--- config.mk ---
export PLATFORM = sky130hd
export DESIGN_NAME = sv39ptw_ctrl
export DESIGN_NICKNAME = d
export VERILOG_FILES = /design/src/sv/sv39ptw_pkg.sv /design/src/sv/sv39ptw_ctrl.sv
export SDC_FILE = /design/constraint.sdc
export NUM_CORES = 1
export LEC_CHECK = 0
export ABC_AREA = 1
export ABC_CLOCK_PERIOD_IN_PS = 1400
export BUFFER_PORTS_ARGS = -buffer_cell sky130_fd_sc_hd__clkbuf_2
export CAP_MARGIN = 5
export CELL_PAD_IN_SITES_DETAIL_PLACEMENT = 0
export CELL_PAD_IN_SITES_GLOBAL_PLACEMENT = 1
export CORE_AREA = 2 2 44 46
export CTS_CLUSTER_SIZE = 12
export DETAILED_ROUTE_END_ITERATION = 16
export DIE_AREA = 0 0 46 48
export GPL_TIMING_DRIVEN = 1
export MAX_ROUTING_LAYER = met4
export PLACE_DENSITY = 0.79
export SYNTH_ARGS = -nofsm -noshare
export SYNTH_HDL_FRONTEND = slang
export SYNTH_SLANG_ARGS = --single-unit
--- constraint.sdc ---
create_clock -name clk -period 1.4 [get_ports clk]
set_clock_uncertainty 0.05 [all_clocks]
set_input_delay 0 -clock clk [delete_from_list [all_inputs] [get_ports clk]]
set_output_delay 0 -clock clk [all_outputs]
set_load 0.03 [all_outputs]
--- src/sv/sv39ptw_pkg.sv ---
// Shared constants, codes and controller/datapath interface types of the Sv39 walker.
package sv39ptw_pkg;

	// Store geometry
	localparam int STORE_WORDS   = 4096;
	localparam int TABLE_ENTRIES = 512;
	localparam int IDX_W         = $clog2(TABLE_ENTRIES);
	localparam int ADDR_W        = $clog2(STORE_WORDS);
	localparam int TABLE_PAGES   = STORE_WORDS / TABLE_ENTRIES;

	// Field widths
	localparam int WIDX_W = 12;
	localparam int PTE_W  = 64;
	localparam int VA_W   = 64;
	localparam int ROOT_W = 3;
	localparam int CFG_W  = 3;
	localparam int IN_W   = 144;
	localparam int OUT_W  = 136;

	// Entry bit positions
	localparam int BIT_VALID = 0;
	localparam int BIT_USER  = 4;
	localparam int VA_TOP    = 38;

	// Configuration register indexes
	localparam logic CFG_ROOT = 1'b0;
	localparam logic CFG_USER = 1'b1;

	// Request kinds
	localparam logic REQ_WRITE = 1'b0;

	typedef enum logic [2:0] {
		STAT_OK       = 3'd0,
		STAT_RANGE    = 3'd1,
		STAT_INVALID  = 3'd2,
		STAT_NOT_USER = 3'd3,
		STAT_OUTSIDE  = 3'd4
	} status_t;

	typedef enum logic [2:0] {
		S_CLEAR,
		S_IDLE,
		S_L2,
		S_L1,
		S_L0
	} state_t;

	typedef enum logic [1:0] {
		RD_ROOT,
		RD_MID,
		RD_LEAF
	} rd_sel_t;

	// Controller to datapath
	typedef struct packed {
		logic    clr_we;
		logic    take;
		logic    rd_en;
		rd_sel_t rd_sel;
		logic    st_we;
		logic    res_load;
		status_t res_status;
		logic    res_ok;
	} cmd_t;

	// Datapath to controller
	typedef struct packed {
		logic out_free;
		logic clr_last;
		logic is_write;
		logic wr_bad;
		logic va_bad;
		logic root_bad;
		logic pte_valid;
		logic ptr_bad;
		logic user_miss;
	} sts_t;

endpackage

--- src/sv/sv39ptw_ctrl.sv ---
// Controller of the Sv39 walker: clearing pass, level sequencing and status selection.
module sv39ptw_ctrl import sv39ptw_pkg::*; (
	input  logic clk,
	input  logic arst_n,
	input  logic s_tvalid,
	output logic s_tready,
	input  sts_t sts,
	output cmd_t cmd
);

	state_t state_q;
	state_t state_d;

	always_ff @(posedge clk or negedge arst_n) begin
		if (!arst_n) begin
			state_q <= S_CLEAR;
		end else begin
			state_q <= state_d;
		end
	end

	// Next state
	always_comb begin
		state_d = state_q;
		case (state_q)
			S_CLEAR: begin
				if (sts.clr_last) state_d = S_IDLE;
			end
			S_IDLE: begin
				if (s_tvalid) state_d = S_L2;
			end
			S_L2: begin
				if (!sts.is_write && !sts.va_bad && !sts.root_bad && sts.pte_valid
						&& !sts.ptr_bad) begin
					state_d = S_L1;
				end else if (sts.out_free) begin
					state_d = S_IDLE;
				end
			end
			S_L1: begin
				if (sts.pte_valid && !sts.ptr_bad) begin
					state_d = S_L0;
				end else if (sts.out_free) begin
					state_d = S_IDLE;
				end
			end
			S_L0: begin
				if (sts.out_free) state_d = S_IDLE;
			end
			default: state_d = S_CLEAR;
		endcase
	end

	// Commands
	always_comb begin
		s_tready       = 1'b0;
		cmd.clr_we     = 1'b0;
		cmd.take       = 1'b0;
		cmd.rd_en      = 1'b0;
		cmd.rd_sel     = RD_ROOT;
		cmd.st_we      = 1'b0;
		cmd.res_load   = 1'b0;
		cmd.res_status = STAT_OK;
		cmd.res_ok     = 1'b0;
		case (state_q)
			S_CLEAR: begin
				cmd.clr_we = 1'b1;
			end
			S_IDLE: begin
				// Fetch the top-level entry as the transaction is taken
				s_tready   = 1'b1;
				cmd.take   = s_tvalid;
				cmd.rd_en  = s_tvalid;
				cmd.rd_sel = RD_ROOT;
			end
			S_L2: begin
				if (sts.is_write) begin
					cmd.res_load   = sts.out_free;
					cmd.st_we      = sts.out_free && !sts.wr_bad;
					cmd.res_status = sts.wr_bad ? STAT_OUTSIDE : STAT_OK;
				end else if (sts.va_bad) begin
					cmd.res_load   = sts.out_free;
					cmd.res_status = STAT_RANGE;
				end else if (sts.root_bad) begin
					cmd.res_load   = sts.out_free;
					cmd.res_status = STAT_OUTSIDE;
				end else if (!sts.pte_valid) begin
					cmd.res_load   = sts.out_free;
					cmd.res_status = STAT_INVALID;
				end else if (sts.ptr_bad) begin
					cmd.res_load   = sts.out_free;
					cmd.res_status = STAT_OUTSIDE;
				end else begin
					cmd.rd_en  = 1'b1;
					cmd.rd_sel = RD_MID;
				end
			end
			S_L1: begin
				if (!sts.pte_valid) begin
					cmd.res_load   = sts.out_free;
					cmd.res_status = STAT_INVALID;
				end else if (sts.ptr_bad) begin
					cmd.res_load   = sts.out_free;
					cmd.res_status = STAT_OUTSIDE;
				end else begin
					cmd.rd_en  = 1'b1;
					cmd.rd_sel = RD_LEAF;
				end
			end
			S_L0: begin
				cmd.res_load = sts.out_free;
				if (!sts.pte_valid) begin
					cmd.res_status = STAT_INVALID;
				end else if (sts.user_miss) begin
					cmd.res_status = STAT_NOT_USER;
				end else begin
					cmd.res_status = STAT_OK;
					cmd.res_ok     = 1'b1;
				end
			end
			default: begin
				cmd.clr_we = 1'b0;
			end
		endcase
	end

endmodule

==> results.md <==
- Status: finished, violations left
- Failing checks: negative setup slack
- Max reg flops: 3
- Vias in the first global route: 517
- Top reg by flops: state_q
- Port Buffers: 23
- FMAX: 0.7116 GHz
- Routed vias: 559
- Die area: 0.002208 mm^2
- Met3 usage: 0.03396
- Syn_nets: 83
- Cell Chain, Critical Path: nor2_4 > inv_2 > nor2_4 > inv_2 > o22ai_2 > clkbuf_8
- Initial Util: 0.2556
- Largest net degree at the start of global routing: 7
- Register bit total from synthesis: 3
- Hold_ws: 13.17 ps
- Worst setup EP type: primary output
- Clock Pin Slew Worst Setup and Hold Paths: 40 ps
- Die X: 46 um
- HP Class: input pin to flip-flop
- Via/cell ratio: 4.472
- Final hold vios: 0
- DRC viols: 0
- TritonCTS Buffers: 3
- Final HPWL DP: 978 um
- Worst slew pin tran: 230.0 ps
- Final setup fails: 1
- Largest cells by area after synthesis: dfrtp_1, nand2_1, inv_2
- Clock sink total: 3
- CP required: 1350 ps
- Area after DPL: 584.3 um^2
- Pins over their slew limit: 0
- Max incr delay on CP: 460 ps
- CP bufs+invs: 3
- Top flop regs: state_q: 3 flops
- Max-Slew Margin vs Limit: 0.8451
- CP Data Arrival Time: 1360 ps
- Fin area: 777.0 um^2
- CP max-delay cell: dfrtp_2
- Commonest cells after routing, fill and taps aside: nand2_1, clkbuf_2, inv_2, buf_4, inv_1
- First-pass GRT wire length: 2.070 mm
- Mapped Cells: 71
- Std-Cell Rows: 15
- Initial antenna violation count: 0
- Share of cells above drive strength 1: 0.6296
- Max Cap Violations: 0
- Max FO, Critical Path: 6
- Worst-Skew Late Latency: 230 ps
- Clk root buf: clkbuf_4
- Total GRT Usage: 0.1321
- P_leak: 0.4134 nW
- Total Wirelength: 1.317 mm
- Gr busiest metal: met2
- Routability cong.: 0.7981
- Routed length per placed instance: 10.54 um
- Seq/Total Area, Yosys: 0.1739
- Mean Syn Cell Area: 6.080 um^2
- Maximum vdd ir drop: 0.7140 mV
- Pre-antenna DRT Iters: 4
- Clock Path Buffers: 2
- Pwr/cell area: 1562 mW/mm^2
- Layout Nets: 121
- Worst slack, placed: 111.5 ps
- Min Tclk post-route: 1405 ps
- Unrepaired setup endpoints after global routing: yes
- Unique cell type count in the Yosys netlist: 21
- PnR worst setup slack: -5.251 ps
- P&R area growth vs syn: 80.00%
- Ports: 24
- CTS tree: yes
- Synth area leader: dfrtp_1
- Core Area: 0.001689 mm^2
- Die extent in y: 48 um
- Post-DRT Antenna Nets: 0
- Grt total ovfl: 0
- ANT cells: 0
- M1 GR Usage: 0.1492
- Share of the synthesized area in the top cell type: 0.1739
- Tot Pwr: 1.214 mW
- Synth warn: 0
- CP Class: flip-flop to primary output
- Worst Setup Start Kind: flip-flop
- # H-tree levels: 1
- DRT iter0 DRCs: 7
- Cell Area, Synth: 431.7 um^2
- Crit path max-delay family: flip-flops
- Met2 GRT Util: 0.2306
- Final Cycle Share: 1.004
==> through the flow <==
stage | std cells | util | setup TNS [ps]
floorplan | 71 | - | 0
global placement | 112 | 0.3459 | 0
detailed placement | 112 | 0.3459 | 0
CTS | 124 | 0.4259 | -4.317
global route | 125 | 0.4600 | -268.1
finish | 125 | 0.4600 | -5.251
==> tightest hold or removal path: stages <==
cell      delay [ps]
clkbuf_2          80
o21ai_2           50
inv_2             40
nand2_1           40
inv_1             40
==> report_power, final <==
part	internal, mW	leakage, nW	switching [mW]	total [mW]
Clock	0.107	0.0150	0.0499	0.157
Combinational	0.344	0.362	0.521	0.864
Sequential	0.123	0.0363	0.0701	0.193
==> layer usage <==
layer	share of wire	vias to the layer above
met1	0.45	241
met3	0.053	0
met5	0	-
met2	0.50	18
li1	-	300
met4	0	0
==> Yosys cell counts, drive strengths merged <==
cell and instances:
o31ai 1, nand4 1, nor4 1, nand2 19, nor2 10, dfrtp 3, o2111ai 1, nand3 8
o22ai 1, inv 18, o21ai 5, o211ai 1, nor3 2
==> path summary, 6_finish.rpt <==
path	start	to	slack, ps	cells past startpoint
setup / recovery	state_q[0]	cmd[4]	-5	6
hold / removal	sts[7]	state_q[1]	10	5
setup reg to reg	state_q[0]	state_q[0]	190	7
hold reg to reg	state_q[2]	state_q[0]	670	5
max in group asynchronous	arst_n	state_q[0]	1140	2
min in group asynchronous	arst_n	state_q[2]	40	2
==> cell type report <==
class                   count  area, um^2
clock buffers               4       26.28
fillers                   198       912.1
inverters                  18       70.07
multi-input cells          50       349.1
flip-flops and latches      3       77.57
well taps                  17       21.27
repair buffers             33       232.7
==> cell families (layout without fill, tap and decap cells) <==
group / count (synthesis) / after routing / share of synthesized area
simple gates: 41 / 41 / 0.5334
buf+inv: 18 / 55 / 0.1565
compound gates: 9 / 9 / 0.1362
flops: 3 / 3 / 0.1739
==> repair_timing <==
action                                  in CTS  in global routing
gates resized for setup                     10                 26
endpoints found under the hold margin        5                  0
buffers inserted                             5                  1
pin swaps                                    1                  0
hold buffers                                 3                  0
endpoints found under the setup margin       7                  7
Note: power is estimated with default switching activity, not from simulation.
